$ cat src/rtl/core/ppac_pkg.sv
`default_nettype none

package ppac_pkg;

   // Fixed field widths
   localparam int SAMPLE_W    = 12;
   localparam int SUM_W       = 20;
   localparam int MV_W        = 12;
   localparam int PH_W        = 11;
   localparam int CSR_INDEX_W = 2;
   localparam int CSR_DATA_W  = 12;

   // Queue between the front and back parts
   localparam int QUEUE_DEPTH = 2;

   // Parameter defaults
   localparam int SAMPLES_PER_READING_DEF = 16;
   localparam int ADC_FULL_SCALE_DEF      = 4095;
   localparam int VREF_MV_DEF             = 3300;

   // Calibration constants (pH in hundredths)
   localparam logic [PH_W-1:0] PH_MID = 11'd700;
   localparam logic [PH_W-1:0] PH_MAX     = 11'd1400;
   localparam int PH_SPAN       = 300;   // 7.00 - 4.00 in hundredths
   localparam int PH_OFFSET     = 700;
   localparam int SAT_FACTOR    = 2802;  // 2 * (PH_MAX + 1)
   localparam int CAL_MIN_MV    = 10;

   // Register reset values
   localparam logic [MV_W-1:0] NEUTRAL_MV_RST = 12'd2500;
   localparam logic [MV_W-1:0] ACIDIC_MV_RST  = 12'd1800;
   localparam logic [PH_W-1:0] SIM_PH_REF_RST = 11'd700;

   typedef enum logic [CSR_INDEX_W-1:0] {
      CSR_NEUTRAL_MV      = 2'd0,
      CSR_ACIDIC_MV       = 2'd1,
      CSR_SIMULATE_ENABLE = 2'd2,
      CSR_SIM_PH_REF      = 2'd3
   } csr_index_type;

   typedef struct packed {
      logic [MV_W-1:0] neutral_mv;
      logic [MV_W-1:0] acidic_mv;
      logic            simulate_enable;
      logic [PH_W-1:0] sim_ph_ref;
   } cfg_type;

   typedef enum logic [2:0] {
      ST_IDLE,
      ST_MUL,
      ST_DIFF,
      ST_SCALE,
      ST_TOTAL,
      ST_PREP,
      ST_DIV,
      ST_OUT
   } back_state_type;

endpackage

`default_nettype wire

$ cat src/rtl/core/ppac_queue.sv
`default_nettype none

module ppac_queue
   import ppac_pkg::*;
(
   input  wire logic             clock,
   input  wire logic             reset,
   input  wire logic             wr_valid,
   output logic                  wr_ready,
   input  wire logic [SUM_W-1:0] wr_data,
   output logic                  rd_valid,
   input  wire logic             rd_ready,
   output logic [SUM_W-1:0]      rd_data
);

   localparam int PTR_W = (QUEUE_DEPTH > 1) ? $clog2(QUEUE_DEPTH) : 1;
   localparam int CNT_W = $clog2(QUEUE_DEPTH + 1);

   logic [SUM_W-1:0] mem_ff [QUEUE_DEPTH];
   logic [PTR_W-1:0] wr_ptr_ff, wr_ptr_in;
   logic [PTR_W-1:0] rd_ptr_ff, rd_ptr_in;
   logic [CNT_W-1:0] fill_ff, fill_in;
   logic             push, pop;

   assign wr_ready = (fill_ff != CNT_W'(QUEUE_DEPTH));
   assign rd_valid = (fill_ff != '0);
   assign rd_data  = mem_ff[rd_ptr_ff];
   assign push     = wr_valid && wr_ready;
   assign pop      = rd_valid && rd_ready;

   // Pointer and fill bookkeeping
   always_comb begin
      wr_ptr_in = wr_ptr_ff;
      rd_ptr_in = rd_ptr_ff;
      fill_in   = fill_ff;
      if (push) begin
         wr_ptr_in = (wr_ptr_ff == PTR_W'(QUEUE_DEPTH - 1)) ? '0 : wr_ptr_ff + 1'b1;
      end
      if (pop) begin
         rd_ptr_in = (rd_ptr_ff == PTR_W'(QUEUE_DEPTH - 1)) ? '0 : rd_ptr_ff + 1'b1;
      end
      if (push && !pop) begin
         fill_in = fill_ff + 1'b1;
      end else if (pop && !push) begin
         fill_in = fill_ff - 1'b1;
      end
   end

   always_ff @(posedge clock) begin
      if (reset) begin
         wr_ptr_ff <= '0;
         rd_ptr_ff <= '0;
         fill_ff   <= '0;
      end else begin
         wr_ptr_ff <= wr_ptr_in;
         rd_ptr_ff <= rd_ptr_in;
         fill_ff   <= fill_in;
      end
   end

   // Entry storage
   always_ff @(posedge clock) begin
      if (push) begin
         mem_ff[wr_ptr_ff] <= wr_data;
      end
   end

endmodule

`default_nettype wire

$ cat src/rtl/core/ppac_front.sv
`default_nettype none

module ppac_front
   import ppac_pkg::*;
#(
   parameter int SAMPLES_PER_READING = SAMPLES_PER_READING_DEF
)
(
   input  wire logic                clock,
   input  wire logic                reset,
   input  wire logic                req_valid,
   output logic                     req_stall,
   input  wire logic [SAMPLE_W-1:0] req_adc_sample,
   output logic                     push_valid,
   input  wire logic                push_ready,
   output logic [SUM_W-1:0]         push_sum
);

   localparam int CNT_W = (SAMPLES_PER_READING > 1) ? $clog2(SAMPLES_PER_READING) : 1;

   logic [SUM_W-1:0] sum_ff, sum_in;
   logic [CNT_W-1:0] count_ff, count_in;
   logic             accept;
   logic             closing;
   logic [SUM_W-1:0] sum_next;

   // Stall whole input while the queue has no room
   assign req_stall = !push_ready;
   assign accept    = req_valid && !req_stall;
   assign closing   = (count_ff == CNT_W'(SAMPLES_PER_READING - 1));
   assign sum_next  = sum_ff + SUM_W'(req_adc_sample);

   assign push_valid = accept && closing;
   assign push_sum   = sum_next;

   // Window accumulation
   always_comb begin
      sum_in   = sum_ff;
      count_in = count_ff;
      if (accept) begin
         if (closing) begin
            sum_in   = '0;
            count_in = '0;
         end else begin
            sum_in   = sum_next;
            count_in = count_ff + 1'b1;
         end
      end
   end

   always_ff @(posedge clock) begin
      if (reset) begin
         sum_ff   <= '0;
         count_ff <= '0;
      end else begin
         sum_ff   <= sum_in;
         count_ff <= count_in;
      end
   end

endmodule

`default_nettype wire

$ cat src/rtl/core/ppac_back.sv
`default_nettype none

module ppac_back
   import ppac_pkg::*;
#(
   parameter int SAMPLES_PER_READING = SAMPLES_PER_READING_DEF,
   parameter int ADC_FULL_SCALE      = ADC_FULL_SCALE_DEF,
   parameter int VREF_MV             = VREF_MV_DEF
)
(
   input  wire logic             clock,
   input  wire logic             reset,
   input  wire cfg_type          cfg,
   input  wire logic             pop_valid,
   output logic                  pop_ready,
   input  wire logic [SUM_W-1:0] pop_sum,
   output logic                  rsp_valid,
   input  wire logic             rsp_stall,
   output logic [PH_W-1:0]       rsp_ph_hundredths,
   output logic                  rsp_cal_degenerate,
   output logic                  rsp_ph_ok
);

   // Datapath widths follow from the window length and scale
   localparam longint NF      = longint'(SAMPLES_PER_READING) * longint'(ADC_FULL_SCALE);
   localparam int     NF_W    = $clog2(NF + 1);
   localparam int     SR_W    = SUM_W + $clog2(VREF_MV + 1);
   localparam int     NMNF_W  = MV_W + NF_W;
   localparam int     DIFF_W  = ((SR_W > NMNF_W) ? SR_W : NMNF_W) + 1;
   localparam int     DEN_W   = NF_W + MV_W;
   localparam int     TW      = DIFF_W + 11;
   localparam int     UW      = TW + 1;
   localparam int     STEP_W  = $clog2(PH_W);
   localparam int     D_W     = MV_W + 1;

   localparam logic signed [TW-1:0] SPAN_S   = TW'(PH_SPAN);
   localparam logic signed [TW-1:0] OFFSET_S = TW'(PH_OFFSET);
   localparam logic signed [D_W-1:0] CAL_LO  = -D_W'(CAL_MIN_MV);
   localparam logic signed [D_W-1:0] CAL_HI  = D_W'(CAL_MIN_MV);

   back_state_type state_ff, state_in;

   logic [SUM_W-1:0]         sum_ff;
   logic [SR_W-1:0]          sr_ff;
   logic [NMNF_W-1:0]        nmnf_ff;
   logic [DEN_W-1:0]         den_ff;
   logic                     neg_ff;
   logic                     degen_ff;
   logic signed [DIFF_W-1:0] diff_ff;
   logic signed [TW-1:0]     num_ff;
   logic signed [TW-1:0]     den7_ff;
   logic [UW-1:0]            sat_lim_ff;
   logic signed [TW-1:0]     total_ff;
   logic                     pos_ff;
   logic                     sat_ff;
   logic [UW-1:0]            rem_ff;
   logic [UW-1:0]            dvs_ff;
   logic [PH_W-1:0]          quo_ff;
   logic [STEP_W-1:0]        step_ff;

   logic                     rsp_valid_ff, rsp_valid_in;
   logic [PH_W-1:0]          ph_ff;
   logic                     degen_out_ff;
   logic                     ok_ff;

   logic signed [D_W-1:0]    cal_diff;
   logic [MV_W-1:0]          cal_abs;
   logic [UW-1:0]            rem_start;
   logic                     div_ge;
   logic                     out_free;
   logic                     out_load;
   logic [PH_W-1:0]          ph_sel;
   logic                     degen_sel;
   logic                     ok_sel;

   // Calibration span, sign and degenerate check
   assign cal_diff = $signed({1'b0, cfg.neutral_mv}) - $signed({1'b0, cfg.acidic_mv});
   assign cal_abs  = cal_diff[D_W-1] ? MV_W'(-cal_diff) : MV_W'(cal_diff);
   assign rem_start = UW'({total_ff, 1'b0}) + UW'(den_ff);
   assign div_ge   = (rem_ff >= dvs_ff);
   assign out_free = !rsp_valid_ff || !rsp_stall;

   // Next state
   always_comb begin
      state_in = state_ff;
      case (state_ff)
         ST_IDLE: begin
            if (pop_valid) begin
               state_in = ST_MUL;
            end
         end
         ST_MUL:   state_in = ST_DIFF;
         ST_DIFF:  state_in = ST_SCALE;
         ST_SCALE: state_in = ST_TOTAL;
         ST_TOTAL: state_in = ST_PREP;
         ST_PREP:  state_in = ST_DIV;
         ST_DIV: begin
            if (step_ff == '0) begin
               state_in = ST_OUT;
            end
         end
         ST_OUT: begin
            if (out_free) begin
               state_in = ST_IDLE;
            end
         end
         default: state_in = ST_IDLE;
      endcase
   end

   // State outputs
   always_comb begin
      pop_ready = 1'b0;
      out_load  = 1'b0;
      case (state_ff)
         ST_IDLE: pop_ready = 1'b1;
         ST_OUT:  out_load  = out_free;
         default: begin
            pop_ready = 1'b0;
            out_load  = 1'b0;
         end
      endcase
   end

   always_ff @(posedge clock) begin
      if (reset) begin
         state_ff <= ST_IDLE;
      end else begin
         state_ff <= state_in;
      end
   end

   // Arithmetic sequence: products, signed difference, scale, total, divide
   always_ff @(posedge clock) begin
      case (state_ff)
         ST_IDLE: begin
            sum_ff <= pop_sum;
         end
         ST_MUL: begin
            sr_ff    <= SR_W'(sum_ff) * SR_W'(VREF_MV);
            nmnf_ff  <= NMNF_W'(cfg.neutral_mv) * NMNF_W'(NF);
            den_ff   <= DEN_W'(cal_abs) * DEN_W'(NF);
            neg_ff   <= cal_diff[D_W-1];
            degen_ff <= (cal_diff > CAL_LO) && (cal_diff < CAL_HI);
         end
         ST_DIFF: begin
            if (neg_ff) begin
               diff_ff <= $signed(DIFF_W'(nmnf_ff)) - $signed(DIFF_W'(sr_ff));
            end else begin
               diff_ff <= $signed(DIFF_W'(sr_ff)) - $signed(DIFF_W'(nmnf_ff));
            end
         end
         ST_SCALE: begin
            num_ff     <= TW'(diff_ff) * SPAN_S;
            den7_ff    <= $signed(TW'(den_ff)) * OFFSET_S;
            sat_lim_ff <= UW'(den_ff) * UW'(SAT_FACTOR);
         end
         ST_TOTAL: begin
            total_ff <= num_ff + den7_ff;
         end
         ST_PREP: begin
            pos_ff  <= !total_ff[TW-1] && (total_ff != '0);
            sat_ff  <= (rem_start >= sat_lim_ff);
            rem_ff  <= rem_start;
            dvs_ff  <= UW'(den_ff) << PH_W;
            quo_ff  <= '0;
            step_ff <= STEP_W'(PH_W - 1);
         end
         ST_DIV: begin
            if (div_ge) begin
               rem_ff <= rem_ff - dvs_ff;
            end
            quo_ff  <= {quo_ff[PH_W-2:0], div_ge};
            dvs_ff  <= dvs_ff >> 1;
            step_ff <= step_ff - 1'b1;
         end
         default: begin
            sum_ff <= sum_ff;
         end
      endcase
   end

   // Result selection
   always_comb begin
      if (cfg.simulate_enable) begin
         ph_sel    = cfg.sim_ph_ref;
         degen_sel = 1'b0;
         ok_sel    = (cfg.sim_ph_ref <= PH_MAX);
      end else begin
         degen_sel = degen_ff;
         ok_sel    = 1'b1;
         if (degen_ff) begin
            ph_sel = PH_MID;
         end else if (!pos_ff) begin
            ph_sel = '0;
         end else if (sat_ff) begin
            ph_sel = PH_MAX;
         end else begin
            ph_sel = quo_ff;
         end
      end
   end

   // Output register
   always_comb begin
      rsp_valid_in = rsp_valid_ff;
      if (out_load) begin
         rsp_valid_in = 1'b1;
      end else if (!rsp_stall) begin
         rsp_valid_in = 1'b0;
      end
   end

   always_ff @(posedge clock) begin
      if (reset) begin
         rsp_valid_ff <= 1'b0;
      end else begin
         rsp_valid_ff <= rsp_valid_in;
      end
   end

   always_ff @(posedge clock) begin
      if (out_load) begin
         ph_ff        <= ph_sel;
         degen_out_ff <= degen_sel;
         ok_ff        <= ok_sel;
      end
   end

   assign rsp_valid          = rsp_valid_ff;
   assign rsp_ph_hundredths  = ph_ff;
   assign rsp_cal_degenerate = degen_out_ff;
   assign rsp_ph_ok          = ok_ff;

endmodule

`default_nettype wire

$ cat src/rtl/core/ph_probe_average_calibrate.sv
// pH probe averager with two-point linear calibration.
//
// Input channel (req_): one 12-bit converter sample per transfer. Samples are
// summed over a window of SAMPLES_PER_READING transfers; the transfer that
// closes the window queues the sum for conversion. Other transfers give no result.
// Result channel (rsp_): one transfer per closed window carrying pH in
// hundredths, the degenerate-calibration flag and the in-range flag.
// Configuration (csr_): always ready; index selects neutral_mv, acidic_mv,
// simulate_enable or sim_ph_ref. Write only while the block is idle.
//
// A closing sample's sum passes through the queue to the conversion sequencer
// (five arithmetic steps and a restoring divider for the rounded 11-bit
// quotient) and then the output register. Input takes one sample per
// cycle while the two-entry sum queue has room; the front keeps summing
// the next window while the sequencer converts the last.
// A stalled result holds in the output register; conversions behind it wait
// in the queue, and once the queue is full req_stall rises.
// Reset (synchronous) clears the window, the queue, the sequencer, the
// pending result and restores the register defaults.

`default_nettype none

module ph_probe_average_calibrate
   import ppac_pkg::*;
#(
   parameter int SAMPLES_PER_READING = SAMPLES_PER_READING_DEF,
   parameter int ADC_FULL_SCALE      = ADC_FULL_SCALE_DEF,
   parameter int VREF_MV             = VREF_MV_DEF
)
(
   input  wire logic                   clock,
   input  wire logic                   reset,
   input  wire logic                   req_valid,
   output logic                        req_stall,
   input  wire logic [SAMPLE_W-1:0]    req_adc_sample,
   output logic                        rsp_valid,
   input  wire logic                   rsp_stall,
   output logic [PH_W-1:0]             rsp_ph_hundredths,
   output logic                        rsp_cal_degenerate,
   output logic                        rsp_ph_ok,
   input  wire logic                   csr_valid,
   output logic                        csr_ready,
   input  wire logic [CSR_INDEX_W-1:0] csr_index,
   input  wire logic [CSR_DATA_W-1:0]  csr_data
);

   cfg_type          cfg_ff;
   logic             push_valid, push_ready;
   logic [SUM_W-1:0] push_sum;
   logic             pop_valid, pop_ready;
   logic [SUM_W-1:0] pop_sum;

   assign csr_ready = 1'b1;

   // Configuration registers
   always_ff @(posedge clock) begin
      if (reset) begin
         cfg_ff.neutral_mv      <= NEUTRAL_MV_RST;
         cfg_ff.acidic_mv       <= ACIDIC_MV_RST;
         cfg_ff.simulate_enable <= 1'b0;
         cfg_ff.sim_ph_ref      <= SIM_PH_REF_RST;
      end else if (csr_valid && csr_ready) begin
         case (csr_index_type'(csr_index))
            CSR_NEUTRAL_MV:      cfg_ff.neutral_mv      <= csr_data[MV_W-1:0];
            CSR_ACIDIC_MV:       cfg_ff.acidic_mv       <= csr_data[MV_W-1:0];
            CSR_SIMULATE_ENABLE: cfg_ff.simulate_enable <= csr_data[0];
            CSR_SIM_PH_REF:      cfg_ff.sim_ph_ref      <= csr_data[PH_W-1:0];
            default:             cfg_ff                 <= cfg_ff;
         endcase
      end
   end

   ppac_front #(
      .SAMPLES_PER_READING(SAMPLES_PER_READING)
   ) u_front (
      .clock          (clock),
      .reset          (reset),
      .req_valid      (req_valid),
      .req_stall      (req_stall),
      .req_adc_sample (req_adc_sample),
      .push_valid     (push_valid),
      .push_ready     (push_ready),
      .push_sum       (push_sum)
   );

   ppac_queue u_queue (
      .clock    (clock),
      .reset    (reset),
      .wr_valid (push_valid),
      .wr_ready (push_ready),
      .wr_data  (push_sum),
      .rd_valid (pop_valid),
      .rd_ready (pop_ready),
      .rd_data  (pop_sum)
   );

   ppac_back #(
      .SAMPLES_PER_READING(SAMPLES_PER_READING),
      .ADC_FULL_SCALE     (ADC_FULL_SCALE),
      .VREF_MV            (VREF_MV)
   ) u_back (
      .clock              (clock),
      .reset              (reset),
      .cfg                (cfg_ff),
      .pop_valid          (pop_valid),
      .pop_ready          (pop_ready),
      .pop_sum            (pop_sum),
      .rsp_valid          (rsp_valid),
      .rsp_stall          (rsp_stall),
      .rsp_ph_hundredths  (rsp_ph_hundredths),
      .rsp_cal_degenerate (rsp_cal_degenerate),
      .rsp_ph_ok          (rsp_ph_ok)
   );

endmodule

`default_nettype wire

$ cat config.mk
export PLATFORM = sky130hd
export DESIGN_NAME = ph_probe_average_calibrate
export DESIGN_NICKNAME = d
export VERILOG_FILES = /design/src/rtl/core/ppac_pkg.sv /design/src/rtl/core/ppac_queue.sv /design/src/rtl/core/ppac_front.sv /design/src/rtl/core/ppac_back.sv /design/src/rtl/core/ph_probe_average_calibrate.sv
export SDC_FILE = /design/constraint.sdc
export NUM_CORES = 2
export LEC_CHECK = 0
export ABC_AREA = 1
export BUFFER_PORTS_ARGS = -buffer_cell sky130_fd_sc_hd__buf_2
export CORE_MARGIN = 2
export CORE_UTILIZATION = 40
export DETAILED_ROUTE_END_ITERATION = 12
export PLACE_DENSITY_LB_ADDON = 0.08
export REMOVE_ABC_BUFFERS = 1
export SLEW_MARGIN = 20
export SYNTH_ARGS = -nofsm -noshare
export SYNTH_HDL_FRONTEND = slang
export SYNTH_SLANG_ARGS = --single-unit
$ cat constraint.sdc
create_clock -name clock -period 6.6 [get_ports clock]
set_input_delay 0.33 -clock clock [delete_from_list [all_inputs] [get_ports clock]]
set_output_delay 0.33 -clock clock [all_outputs]
set_load 0.03 [all_outputs]
==> impl_metrics.json <==
{
  "outcome": "complete, no violations",
  "h-tree-depth": 3,
  "fill_cells": 12670,
  "start_kind": "register",
  "clock-sinks": 498,
  "start_util_pct": 40.26,
  "endpoint_kind": "register",
  "first_pass_iters": 8,
  "synth.distinct_cells": 64,
  "io_buffers": 45,
  "rsz0062_at_grt": "yes",
  "fp.coreArea_sq_um": 127500,
  "hold_ws_ns": 0.05561,
  "num_rows": 131,
  "detail-route-antenna-nets": 0,
  "async_flop_share_pct": 0,
  "layout-drive-gt1-share_pct": 8.059,
  "clk_pin_slew_worst_paths_ns": 0.05,
  "antenna_found_initial": 1,
  "place_area_sq_um": 54800,
  "vias": 39210,
  "post-dp-hpwl_um": 121000,
  "min_period_ns": 6.453,
  "synth_edf_count": 430,
  "wirelength_um": 142500,
  "setup_viol": 0,
  "finClkSkew_ns": 0.02647,
  "n_antenna_cell": 0,
  "grt_pass1_vias": 40230,
  "max_stage_delay_ns": 0.54,
  "finalNetCount": 7293,
  "cts_tree": "yes",
  "clockBufferDepth": 3,
  "finalInstanceArea_sq_um": 57910,
  "ys_seq_elements": 498,
  "hold_viol": 0,
  "cts_root_buffer": "clkbuf_16",
  "syn_inst": 5885,
  "avgSynthCellArea_sq_um": 8.723,
  "drt_iter0_drc": 2091,
  "routabilityCongestion": 0.9038,
  "ys.flop_type": "edfxtp_1",
  "hp-class": "primary input to register",
  "numCtsBuffers": 68,
  "wl_per_cell_um": 18.09,
  "timing.final.crit_share_pct": 97.77,
  "cp_num_buf_inv": 11,
  "insertion_delay_ns": 0.67,
  "tns_ns": 0,
  "worst_pin_slew_ns": 1.119,
  "grt_max_degree": 81,
  "worstPathArrival_ns": 6.87,
  "multiInputGateArea_sq_um": 32600,
  "ys_warn_count": 0,
  "crit_type": "register to register",
  "dieArea_sq_um": 131200,
  "grt-ovfl-total": 0,
  "cap_viol_max_count": 0,
  "dieHeight_um": 362.2,
  "slew_viol_final": 0,
  "yosysSeqAreaShare_pct": 27.80,
  "via_per_inst": 4.976,
  "area_growth_pct": 12.80,
  "io_pins": 47,
  "fmaxAchievable_mhz": 155.0,
  "cp_data_required_time_ns": 7.01,
  "grt_pass1_wl_um": 225900,
  "critPathMostFrequentCell": "inv_2",
  "cpMaxStageDelayCell": "fa_1",
  "drc": 0,
  "crit_family": "adder cells",
  "track_usage_pct": 22.00,
  "relSlewSlack_pct": 24.40,
  "synth_area_sq_um": 51340,
  "die_w_um": 362.2,
  "seq_area_sq_um": 14280,
  "crit_fanout": 3
}
[final cells by class]
cell class | count | area share (%)
Multi-Input combinational cell | 4050 | 56.29
Timing Repair Buffer | 254 | 3.215
Inverter | 1290 | 8.383
Sequential cell | 498 | 24.65
Clock buffer | 81 | 3.040
Tap cell | 1662 | 3.591
Clock inverter | 44 | 0.8232
[sequential cells by signal (all words and copies together) (netlist names), 31 cells and up]
| signal | flops |
|---|---|
| u_back.den7_ff | 31 |
| u_queue.mem_ff | 40 |
| u_back.rem_ff | 45 |
| u_back.total_ff | 40 |
| u_back.diff_ff | 31 |
| u_back.sat_lim_ff | 35 |
| u_back.dvs_ff | 39 |
| cfg_ff | 36 |
| u_back.num_ff | 39 |
[final timing paths]
check,startpoint,endpoint,slack [ns],cells after the start
worst max-delay path,cfg_ff[24]$_SDFFE_PP0P_,u_back.den_ff[27]$_DFFE_PP_,0.15,32
worst min register to register,u_back.num_ff[5]$_DFFE_PN_,u_back.total_ff[5]$_DFFE_PP_,0.44,0
worst max register to register,cfg_ff[24]$_SDFFE_PP0P_,u_back.den_ff[27]$_DFFE_PP_,0.15,32
worst min-delay path,req_adc_sample[0],u_queue.mem_ff[0][0]$_DFFE_PP_,0.06,2
[logic make-up (layout without fill, tap and decap cells)]
family,Yosys count,after routing,share of synthesized area [%]
buf+inv,1337,1669,9.803
mux,1,1,0.01950
xor+xnor,311,311,5.335
other cells,1,1,0.007305
compound gates,982,982,10.66
flops,498,498,27.80
simple gates,1655,1655,13.33
fa+ha+maj,1100,1100,33.04
[through the flow]
step                      std cells  setup WS [ns]  utilization, %
after floorplan                5838         -1.508               -
after global placement         7720        -0.2366           42.98
after detailed placement       7720        -0.2955           42.98
after CTS                      7873      0.0007416           45.00
after global routing           7879        -0.1463           45.41
final                          7879         0.1469           45.41
[cells in the final DEF, fill, tap and decap left out, types with 10 or more instances in the layout]
cell / count
o21bai_1: 23
o21ai_1: 17
dlygate4sd3_1: 15
buf_4: 186
fa_1: 420
nor2_2: 11
buf_2: 45
xnor2_1: 108
nor2_1: 383
dfxtp_1: 66
a21o_1: 34
o211ai_1: 12
nor3_1: 47
a21oi_2: 13
or2_2: 10
nand2_1: 880
o21ai_0: 297
nand2_2: 24
ha_4: 15
o31ai_1: 10
a21boi_0: 15
o21a_1: 24
inv_1: 1261
o221ai_1: 10
edfxtp_1: 430
a21oi_1: 429
clkinv_1: 11
nor4_1: 28
clkbuf_1: 12
nand4_1: 43
ha_1: 659
nand3_1: 181
a31oi_1: 51
xor2_1: 195
clkbuf_16: 68
inv_2: 22
[cells in the mapped netlist (51+ instances only)]
cell / count / area [sq um]
a21oi_1: 442 / 2212
a31oi_1: 51 / 319.1
dfxtp_1: 68 / 1361
edfxtp_1: 430 / 12910
fa_1: 426 / 8528
ha_1: 674 / 8433
inv_1: 1278 / 4797
nand2_1: 897 / 3367
nand3_1: 186 / 930.9
nor2_1: 395 / 1483
nor3_1: 51 / 255.2
o21ai_0: 303 / 1516
xnor2_1: 108 / 945.9
xor2_1: 201 / 1760
[layer usage]
metal | wire [um] | GRT usage [%]
met5 | 0 | 0
met4 | 3251 | 4.996
met3 | 4193 | 2.488
met2 | 69820 | 38.63
met1 | 65250 | 29.02
[repair_timing]
item	in CTS	in global routing
gates resized for setup	27	107
pin swaps	30	68
hold buffers	15	0
setup buffers	13	8
endpoints found under the setup margin	7	12
cloned	0	0
hold endpoints to repair	29	0
Power is left out: the tool's default activity adds up to more than one toggle a clock period on the data nets, which glitch-free logic cannot reach.
